**src/sv/tlb_page_table_translator_macros.svh**
```systemverilog
// Assertion macros for the address translator.
// Used by the top level; the macros assume signals named clk and rst in scope.
`ifndef TLB_PAGE_TABLE_TRANSLATOR_MACROS_SVH
`define TLB_PAGE_TABLE_TRANSLATOR_MACROS_SVH

// The consequent must hold in the same cycle as the antecedent.
`define TLBPT_ASSERT_NOW(label, ante, cons) \
  label: assert property (@(posedge clk) disable iff (rst) (ante) |-> (cons)) \
    else $error("translator check failed");

// The consequent must hold in the cycle after the antecedent.
`define TLBPT_ASSERT_NEXT(label, ante, cons) \
  label: assert property (@(posedge clk) disable iff (rst) (ante) |=> (cons)) \
    else $error("translator check failed");

`endif

```
**src/sv/tlbpt_pkg.sv**
```systemverilog
// Shared types for the address translator: sequencer states and outcome codes.
// No dependencies.
package tlbpt_pkg;

  localparam int ADDR_WIDTH    = 16;
  localparam int OUTCOME_WIDTH = 2;
  localparam int TOTAL_WIDTH   = 32;

  typedef enum logic [1:0] {
    ST_CLEAR,
    ST_IDLE,
    ST_INDEX,
    ST_LOOKUP
  } tlbpt_state_t;

  typedef enum logic [OUTCOME_WIDTH-1:0] {
    OC_TLB_HIT  = 2'd0,
    OC_MAP_HIT  = 2'd1,
    OC_FAULT    = 2'd2,
    OC_NO_FRAME = 2'd3
  } tlbpt_outcome_t;

endpackage

```
**src/sv/tlbpt_ram.sv**
```systemverilog
// Generic single-port-write, single-port-read RAM with registered read data.
// No dependencies.
module tlbpt_ram #(
  parameter int WIDTH = 8,
  parameter int DEPTH = 256
) (
  input  logic                                    clk,
  input  logic                                    we,
  input  logic [((DEPTH > 1) ? $clog2(DEPTH) : 1)-1:0] waddr,
  input  logic [WIDTH-1:0]                        wdata,
  input  logic                                    re,
  input  logic [((DEPTH > 1) ? $clog2(DEPTH) : 1)-1:0] raddr,
  output logic [WIDTH-1:0]                        rdata
);

  logic [WIDTH-1:0] mem [DEPTH];

  always_ff @(posedge clk) begin
    if (we) begin
      mem[waddr] <= wdata;
    end
    if (re) begin
      rdata <= mem[raddr];
    end
  end

endmodule

```
**src/sv/tlb_page_table_translator.sv**
```systemverilog
// Demand-paging address translator with a FIFO-replaced TLB and a page map in RAM.
// Depends on tlbpt_pkg, tlbpt_ram and tlb_page_table_translator_macros.svh.
//
//   channel  dir  signals
//   request  in   in_valid, in_stall, virt_addr
//   result   out  out_valid, out_stall, phys_addr, outcome, tlb_hit_total, fault_total
//
// A request goes through the page-map RAM read (after an index state that reduces the
// page number when PAGE_COUNT is not a power of two), then the TLB compare, page-map
// write-back and result load.
// After reset every page-map entry is cleared while in_stall is high.
// A result held by out_stall holds the next lookup; no new request is taken meanwhile.
`include "tlb_page_table_translator_macros.svh"

module tlb_page_table_translator
  import tlbpt_pkg::*;
#(
  parameter int TLB_ENTRIES  = 16,
  parameter int PAGE_COUNT   = 256,
  parameter int FRAME_COUNT  = 256,
  parameter int OFFSET_WIDTH = 8
) (
  input  logic                     clk,
  input  logic                     rst,
  input  logic                     in_valid,
  output logic                     in_stall,
  input  logic [ADDR_WIDTH-1:0]    virt_addr,
  output logic                     out_valid,
  input  logic                     out_stall,
  output logic [ADDR_WIDTH-1:0]    phys_addr,
  output logic [OUTCOME_WIDTH-1:0] outcome,
  output logic [TOTAL_WIDTH-1:0]   tlb_hit_total,
  output logic [TOTAL_WIDTH-1:0]   fault_total
);

  localparam int PW  = $clog2(PAGE_COUNT);
  localparam int FIW = (FRAME_COUNT > 1) ? $clog2(FRAME_COUNT) : 1;
  localparam int NFW = $clog2(FRAME_COUNT + 1);
  localparam int TW  = (TLB_ENTRIES > 1) ? $clog2(TLB_ENTRIES) : 1;
  localparam int MW  = FIW + 1;
  localparam bit PAGE_POW2 = (PAGE_COUNT == (1 << PW));
  localparam int RECIP_SHIFT = 24;
  localparam longint RECIP =
    ((longint'(1) << RECIP_SHIFT) + longint'(PAGE_COUNT) - 1) / longint'(PAGE_COUNT);
  localparam logic [ADDR_WIDTH-1:0] OFF_MASK =
    ADDR_WIDTH'((32'd1 << OFFSET_WIDTH) - 32'd1);

  tlbpt_state_t state, state_next;
  logic [PW-1:0] clr_addr;

  logic [ADDR_WIDTH-1:0] addr_q;
  logic [ADDR_WIDTH-1:0] raw_q;
  logic [ADDR_WIDTH-1:0] quot_q;
  logic [PW-1:0]         page_q;

  logic [ADDR_WIDTH-1:0] raw_in;
  logic [47:0]           quot_prod;
  logic [ADDR_WIDTH-1:0] quot_in;
  logic [PW-1:0]         page_in_pow;
  logic [PW-1:0]         page_mod;

  logic          ram_we, ram_re;
  logic [PW-1:0] ram_waddr, ram_raddr;
  logic [MW-1:0] ram_wdata, ram_rdata;

  logic [TLB_ENTRIES-1:0] tlb_valid;
  logic [PW-1:0]          tlb_page  [TLB_ENTRIES];
  logic [FIW-1:0]         tlb_frame [TLB_ENTRIES];
  logic [TW-1:0]          tlb_ptr;
  logic                   tlb_hit;
  logic [FIW-1:0]         tlb_hit_frame;
  logic                   tlb_insert;

  logic [NFW-1:0]         next_free;
  logic [TOTAL_WIDTH-1:0] tlb_hit_count, tlb_hit_count_next;
  logic [TOTAL_WIDTH-1:0] fault_count, fault_count_next;

  logic                   lookup_fire;
  logic                   map_valid;
  logic [FIW-1:0]         map_frame;
  logic [FIW-1:0]         alloc_frame;
  tlbpt_outcome_t         res_outcome;
  logic [FIW-1:0]         res_frame;
  logic                   res_fault;
  logic [31:0]            phys_wide;
  logic [ADDR_WIDTH-1:0]  res_phys;

  assign raw_in      = ADDR_WIDTH'(virt_addr >> OFFSET_WIDTH);
  assign quot_prod   = 48'(raw_in) * 48'(RECIP);
  assign quot_in     = ADDR_WIDTH'(quot_prod >> RECIP_SHIFT);
  assign page_in_pow = raw_in[PW-1:0];
  assign page_mod    = PW'(raw_q - ADDR_WIDTH'(quot_q * ADDR_WIDTH'(PAGE_COUNT)));

  tlbpt_ram #(
    .WIDTH(MW),
    .DEPTH(PAGE_COUNT)
  ) u_page_map (
    .clk  (clk),
    .we   (ram_we),
    .waddr(ram_waddr),
    .wdata(ram_wdata),
    .re   (ram_re),
    .raddr(ram_raddr),
    .rdata(ram_rdata)
  );

  always_comb begin
    tlb_hit       = 1'b0;
    tlb_hit_frame = '0;
    for (int i = TLB_ENTRIES - 1; i >= 0; i--) begin
      if (tlb_valid[i] && tlb_page[i] == page_q) begin
        tlb_hit       = 1'b1;
        tlb_hit_frame = tlb_frame[i];
      end
    end
  end

  assign map_valid   = ram_rdata[MW-1];
  assign map_frame   = ram_rdata[FIW-1:0];
  assign alloc_frame = next_free[FIW-1:0];

  always_comb begin
    res_outcome        = OC_NO_FRAME;
    res_frame          = '0;
    res_fault          = 1'b0;
    tlb_hit_count_next = tlb_hit_count;
    fault_count_next   = fault_count;
    if (tlb_hit) begin
      res_outcome        = OC_TLB_HIT;
      res_frame          = tlb_hit_frame;
      tlb_hit_count_next = tlb_hit_count + 1'b1;
    end else if (map_valid) begin
      res_outcome = OC_MAP_HIT;
      res_frame   = map_frame;
    end else if (next_free < NFW'(FRAME_COUNT)) begin
      res_outcome      = OC_FAULT;
      res_frame        = alloc_frame;
      res_fault        = 1'b1;
      fault_count_next = fault_count + 1'b1;
    end
    phys_wide = (32'(res_frame) << OFFSET_WIDTH) | 32'(addr_q & OFF_MASK);
    res_phys  = (res_outcome == OC_NO_FRAME) ? '0 : phys_wide[ADDR_WIDTH-1:0];
  end

  assign tlb_insert = lookup_fire &&
                      (res_outcome == OC_MAP_HIT || res_outcome == OC_FAULT);

  always_comb begin
    state_next  = state;
    in_stall    = 1'b1;
    ram_re      = 1'b0;
    ram_raddr   = page_in_pow;
    ram_we      = 1'b0;
    ram_waddr   = clr_addr;
    ram_wdata   = '0;
    lookup_fire = 1'b0;
    unique case (state)
      ST_CLEAR: begin
        ram_we = 1'b1;
        if (clr_addr == PW'(PAGE_COUNT - 1)) begin
          state_next = ST_IDLE;
        end
      end
      ST_IDLE: begin
        in_stall = 1'b0;
        if (in_valid) begin
          if (PAGE_POW2) begin
            ram_re     = 1'b1;
            state_next = ST_LOOKUP;
          end else begin
            state_next = ST_INDEX;
          end
        end
      end
      ST_INDEX: begin
        ram_re     = 1'b1;
        ram_raddr  = page_mod;
        state_next = ST_LOOKUP;
      end
      ST_LOOKUP: begin
        if (!out_valid || !out_stall) begin
          lookup_fire = 1'b1;
          state_next  = ST_IDLE;
          if (res_fault) begin
            ram_we    = 1'b1;
            ram_waddr = page_q;
            ram_wdata = {1'b1, alloc_frame};
          end
        end
      end
      default: begin
        state_next = ST_CLEAR;
      end
    endcase
  end

  always_ff @(posedge clk) begin
    if (rst) begin
      state    <= ST_CLEAR;
      clr_addr <= '0;
    end else begin
      state <= state_next;
      if (state == ST_CLEAR) begin
        clr_addr <= clr_addr + 1'b1;
      end
    end
  end

  always_ff @(posedge clk) begin
    if (state == ST_IDLE && in_valid) begin
      addr_q <= virt_addr;
      raw_q  <= raw_in;
      quot_q <= quot_in;
      page_q <= page_in_pow;
    end else if (state == ST_INDEX) begin
      page_q <= page_mod;
    end
  end

  always_ff @(posedge clk) begin
    if (rst) begin
      tlb_valid     <= '0;
      tlb_ptr       <= '0;
      next_free     <= '0;
      tlb_hit_count <= '0;
      fault_count   <= '0;
    end else if (lookup_fire) begin
      tlb_hit_count <= tlb_hit_count_next;
      fault_count   <= fault_count_next;
      if (res_fault) begin
        next_free <= next_free + 1'b1;
      end
      if (tlb_insert) begin
        tlb_valid[tlb_ptr] <= 1'b1;
        tlb_ptr <= (tlb_ptr == TW'(TLB_ENTRIES - 1)) ? '0 : tlb_ptr + 1'b1;
      end
    end
  end

  always_ff @(posedge clk) begin
    if (tlb_insert) begin
      tlb_page[tlb_ptr]  <= page_q;
      tlb_frame[tlb_ptr] <= res_frame;
    end
  end

  always_ff @(posedge clk) begin
    if (rst) begin
      out_valid <= 1'b0;
    end else if (lookup_fire) begin
      out_valid <= 1'b1;
    end else if (!out_stall) begin
      out_valid <= 1'b0;
    end
  end

  always_ff @(posedge clk) begin
    if (lookup_fire) begin
      phys_addr     <= res_phys;
      outcome       <= res_outcome;
      tlb_hit_total <= tlb_hit_count_next;
      fault_total   <= fault_count_next;
    end
  end

  `TLBPT_ASSERT_NOW(a_clear_stalls, state == ST_CLEAR, in_stall && !lookup_fire)
  `TLBPT_ASSERT_NEXT(a_fault_allocates, lookup_fire && res_fault,
                     next_free == $past(next_free) + 1'b1)
  `TLBPT_ASSERT_NOW(a_frames_bounded, 1'b1, next_free <= NFW'(FRAME_COUNT))
  `TLBPT_ASSERT_NOW(a_result_from_lookup, $rose(out_valid) && !$past(rst),
                    $past(state) == ST_LOOKUP)
  `TLBPT_ASSERT_NOW(a_hit_count_on_hit,
                    !$past(rst) && tlb_hit_count != $past(tlb_hit_count),
                    out_valid && outcome == OC_TLB_HIT)

endmodule

```
**config.mk**
```make
export PLATFORM = sky130hd
export DESIGN_NAME = tlb_page_table_translator
export DESIGN_NICKNAME = d
export VERILOG_FILES = /design/src/sv/tlbpt_pkg.sv /design/src/sv/tlbpt_ram.sv /design/src/sv/tlb_page_table_translator.sv
export VERILOG_INCLUDE_DIRS = /design/src /design/src/sv
export SDC_FILE = /design/constraint.sdc
export NUM_CORES = 2
export LEC_CHECK = 0
export BUFFER_PORTS_ARGS = -buffer_cell sky130_fd_sc_hd__buf_2
export CAP_MARGIN = 20
export CORE_ASPECT_RATIO = 1.2
export CORE_UTILIZATION = 45
export CTS_BUF_LIST = sky130_fd_sc_hd__clkbuf_4
export DETAILED_ROUTE_END_ITERATION = 12
export SLEW_MARGIN = 5
export SYNTH_ARGS = -nofsm -noshare
export SYNTH_HDL_FRONTEND = slang
export SYNTH_SLANG_ARGS = --single-unit
```
**constraint.sdc**
```tcl
create_clock -name clk -period 6.9 [get_ports clk]
set_input_delay 0.345 -clock clk [delete_from_list [all_inputs] [get_ports clk]]
set_output_delay 0.345 -clock clk [all_outputs]
set_load 0.02 [all_outputs]
```
==> results.cfg <==
[logic_synthesis]
synth.avg_cell_area_um2 = 13.7
syn_area_um2 = 111000
synth_top_area_share_pct = 72.2
synth_ff_type = edfxtp_1
ys_seq_elements = 2779
synth-edff-count = 2675
synth.area.top_cells = edfxtp_1 (72%), nand2_1 (6.2%), nand3_1 (2.9%)
async_flop_share_pct = 0
synth-seq-area-share_pct = 74.1
synth_warnings = 0
syn_inst = 8105
yosysUniqueCellTypes = 82
syn_nets = 8138
synth_area_leader_cell = edfxtp_1

[power_and_ir_drop]
leakage_uw = 0.0422
peakVddDrop_mv = 0.148
p_sw_uw = 8550
p_comb_share_pct = 7.5
p_sw_share_pct = 24.7
power_per_cell_area_nw_per_um2 = 277
pwr-share-clk_pct = 39.1
seq_power_share_pct = 53.5
p_int_uw = 26000

[placement]
dp_hpwl_mm = 189
dpl.cell_count = 11100
routabilityCongestion = 0.910
portBuffers = 103

[finish]
drive_gt1_share_pct = 16.1
fillCellCount = 20900
fin_util_pct = 50.9
seqCellArea_um2 = 82400
final_common_cell = edfxtp_1
area.growth.synth_to_final_pct = 12.2
multiInputGateArea_um2 = 26800
stdcell_count = 12300
nets = 8626
final_cell_mix = edfxtp_1 (2,675), nand2_1 (1,852), clkbuf_4 (996)

[route]
drt-pass1-iter-count = 9
drc = 0
vias = 71000
drt-total-wl_mm = 311
viasPerCell = 5.76
drt_iter0_markers = 7674
wire_per_inst_um = 25.2
ant_nets = 0

[worst_setup_path]
worstSetupPathType = reg2reg
cp_max_fo = 55
cp-end-kind = flip-flop
crit_top_cell = buf_4
cp_slowest_stage_delay_ns = 0.86
crit_arrival_ns = 6.64
crit_start = page_q[1]$_DFFE_PP_
cp.required_ns = 7.87
crit_path_start_kind = flip-flop
cp_cell_sequence = buf_4 -> xnor2_1 -> nand4_1 -> nor3_2 -> nor4_2 -> and4_4 -> buf_4 -> nand2_1 -> nor2_1 -> ha_1 -> and3_1 -> nand2_1 -> nor2_1 -> buf_4
cp_slowest_cell = edfxtp_1
r2r-start = page_q[1]$_DFFE_PP_

[sta]
slew-limit-headroom_pct = 10.8
final.setup_skew_ns = 0.0897
tightest_slew_ns = 1.34
finalCriticalPeriod_ns = 5.67
fmax_mhz = 176
period_share_pct = 82.2
drv_slew = 0
fin_tns_setup_ns = 0
setup_viol = 0
rsz0062_at_grt = false
finalHoldViolations = 0

[grt]
grt-ovfl-total = 0
antenna_found_initial = 5
grt_usage_pct = 24.4
grt_pass1_vias = 69700
grt_max_degree = 158
grt_pass1_wl_mm = 456

[floorplan]
die_h_um = 547
initial_core_util_pct = 45.4
rows = 199
core_area_um2 = 245000
io_pins = 104
die_width_um = 456
die_area_um2 = 249000

[clock_tree]
clock_sinks = 2779
htree_num_levels = 6
cts_resized = 0
cts_made_buffers = 672
clk_pin_slew_ns = 0.07
postCtsSetupBuffers = 0
cts_tree = built
cts_root_buffer = clkbuf_4
clock_path_buffers = 4
worstSkewPairLatency_ns = 1.36

[min_path]
hp-start = virt_addr[15]
hp-class = in2reg

[flow_run]
drv_cap = 0

[run_status]
outcome = finished, final reports clean
==> synthesized netlist by cell type (8+ instances only) <==
| library cell | n |
|---|---|
| a211oi_1 | 18 |
| a21o_1 | 10 |
| a21oi_1 | 70 |
| a32oi_1 | 290 |
| and2_1 | 18 |
| and3_1 | 43 |
| and4_1 | 8 |
| buf_1 | 36 |
| buf_2 | 45 |
| buf_6 | 28 |
| clkbuf_1 | 396 |
| dfxtp_1 | 104 |
| edfxtp_1 | 2675 |
| ha_1 | 13 |
| inv_1 | 32 |
| mux2_2 | 13 |
| mux2i_1 | 293 |
| nand2_1 | 1852 |
| nand2b_1 | 11 |
| nand3_1 | 655 |
| nand4_1 | 410 |
| nor2_1 | 434 |
| nor2b_1 | 24 |
| nor3_1 | 57 |
| nor3_2 | 12 |
| nor3b_1 | 9 |
| nor4_1 | 22 |
| o2111ai_1 | 16 |
| o211ai_1 | 19 |
| o211ai_2 | 9 |
| o21ai_0 | 53 |
| o22ai_1 | 14 |
| o22ai_2 | 13 |
| or3_1 | 25 |
| xnor2_1 | 163 |
| xor2_1 | 90 |
==> power groups by stage <==
stage	Combinational (uW)	Sequential, uW	Clock, uW
after global routing	2720	18500	14600
after global placement	2520	18800	0
final	2580	18500	13500
after detailed placement	2550	18800	0
after floorplan	1540	18800	0
after CTS	2570	18500	13800
==> cell families (layout without fill, tap and decap cells) <==
| logic type | Yosys count | count (layout) | share of synthesized area, % |
|---|---|---|---|
| other cells | 0 | 5 | 0 |
| buf+inv | 545 | 1548 | 2.12 |
| xor+xnor | 254 | 254 | 2.01 |
| simple gates | 3618 | 3618 | 14.6 |
| mux | 306 | 306 | 2.77 |
| compound gates | 590 | 590 | 4.26 |
| flops | 2779 | 2779 | 74.1 |
| fa+ha+maj | 13 | 13 | 0.146 |
==> per-layer routing <==
metal,wire length [um],GRT usage (%)
met5,0,0
met4,11800,10.5
met3,23800,4.10
met2,152000,40.5
met1,123000,31.7
==> flip-flops by register name, indices dropped and copies added, names as in the netlist, 9 cells and up <==
register          count
u_page_map.mem     2304
tlb_frame           128
tlb_page            128
fault_count          32
fault_total          32
tlb_hit_count        32
tlb_hit_total        32
phys_addr            16
tlb_valid            16
next_free             9
u_page_map.rdata      9
==> path summary, 6_finish.rpt <==
check	endpoint	slack, ns	cells past startpoint
setup / recovery	tlb_page[13][1]$_DFFE_PP_	1.23	14
hold / removal	page_q[7]$_DFFE_PP_	0.23	3
setup reg to reg	tlb_page[13][1]$_DFFE_PP_	1.23	14
hold reg to reg	tlb_valid[2]$_SDFFE_PP0P_	0.47	2
==> critical path: cells and delay by family (launching register included) <==
| family | cells | cell delay (ns) |
|---|---|---|
| flops | 1 | 0.86 |
| fa+ha+maj | 1 | 0.15 |
| simple gates | 9 | 2.73 |
| buf+inv | 3 | 1.36 |
| xor+xnor | 1 | 0.13 |
==> final cells by class <==
cell class	instances	area share [%]
diodes	5	0.0100
clock buffers	996	5.99
clock inverters	193	0.888
inverters	33	0.106
multi-input cells	4781	21.5
flip-flops and latches	2779	66.0
well taps	3216	3.22
repair buffers	326	2.28
==> per-stage QoR <==
step	setup WS, ns	cell area, um^2	hold WS, ns	power, uW
6_report	1.23	125000	0.231	34600
5_1_grt	0.909	125000	0.165	35800
4_1_cts	1.28	125000	0.0688	34800
3_5_place_dp	1.31	116000	0.464	21400
3_3_place_gp	1.45	116000	0.475	21400
2_1_floorplan	0.188	111000	0.432	20300
==> repair_timing <==
action	4_1_cts	5_1_grt
endpoints found under the hold margin	177	0
hold buffers	39	0
endpoints found under the setup margin	0	0
Note: power is estimated with default switching activity, not from simulation.
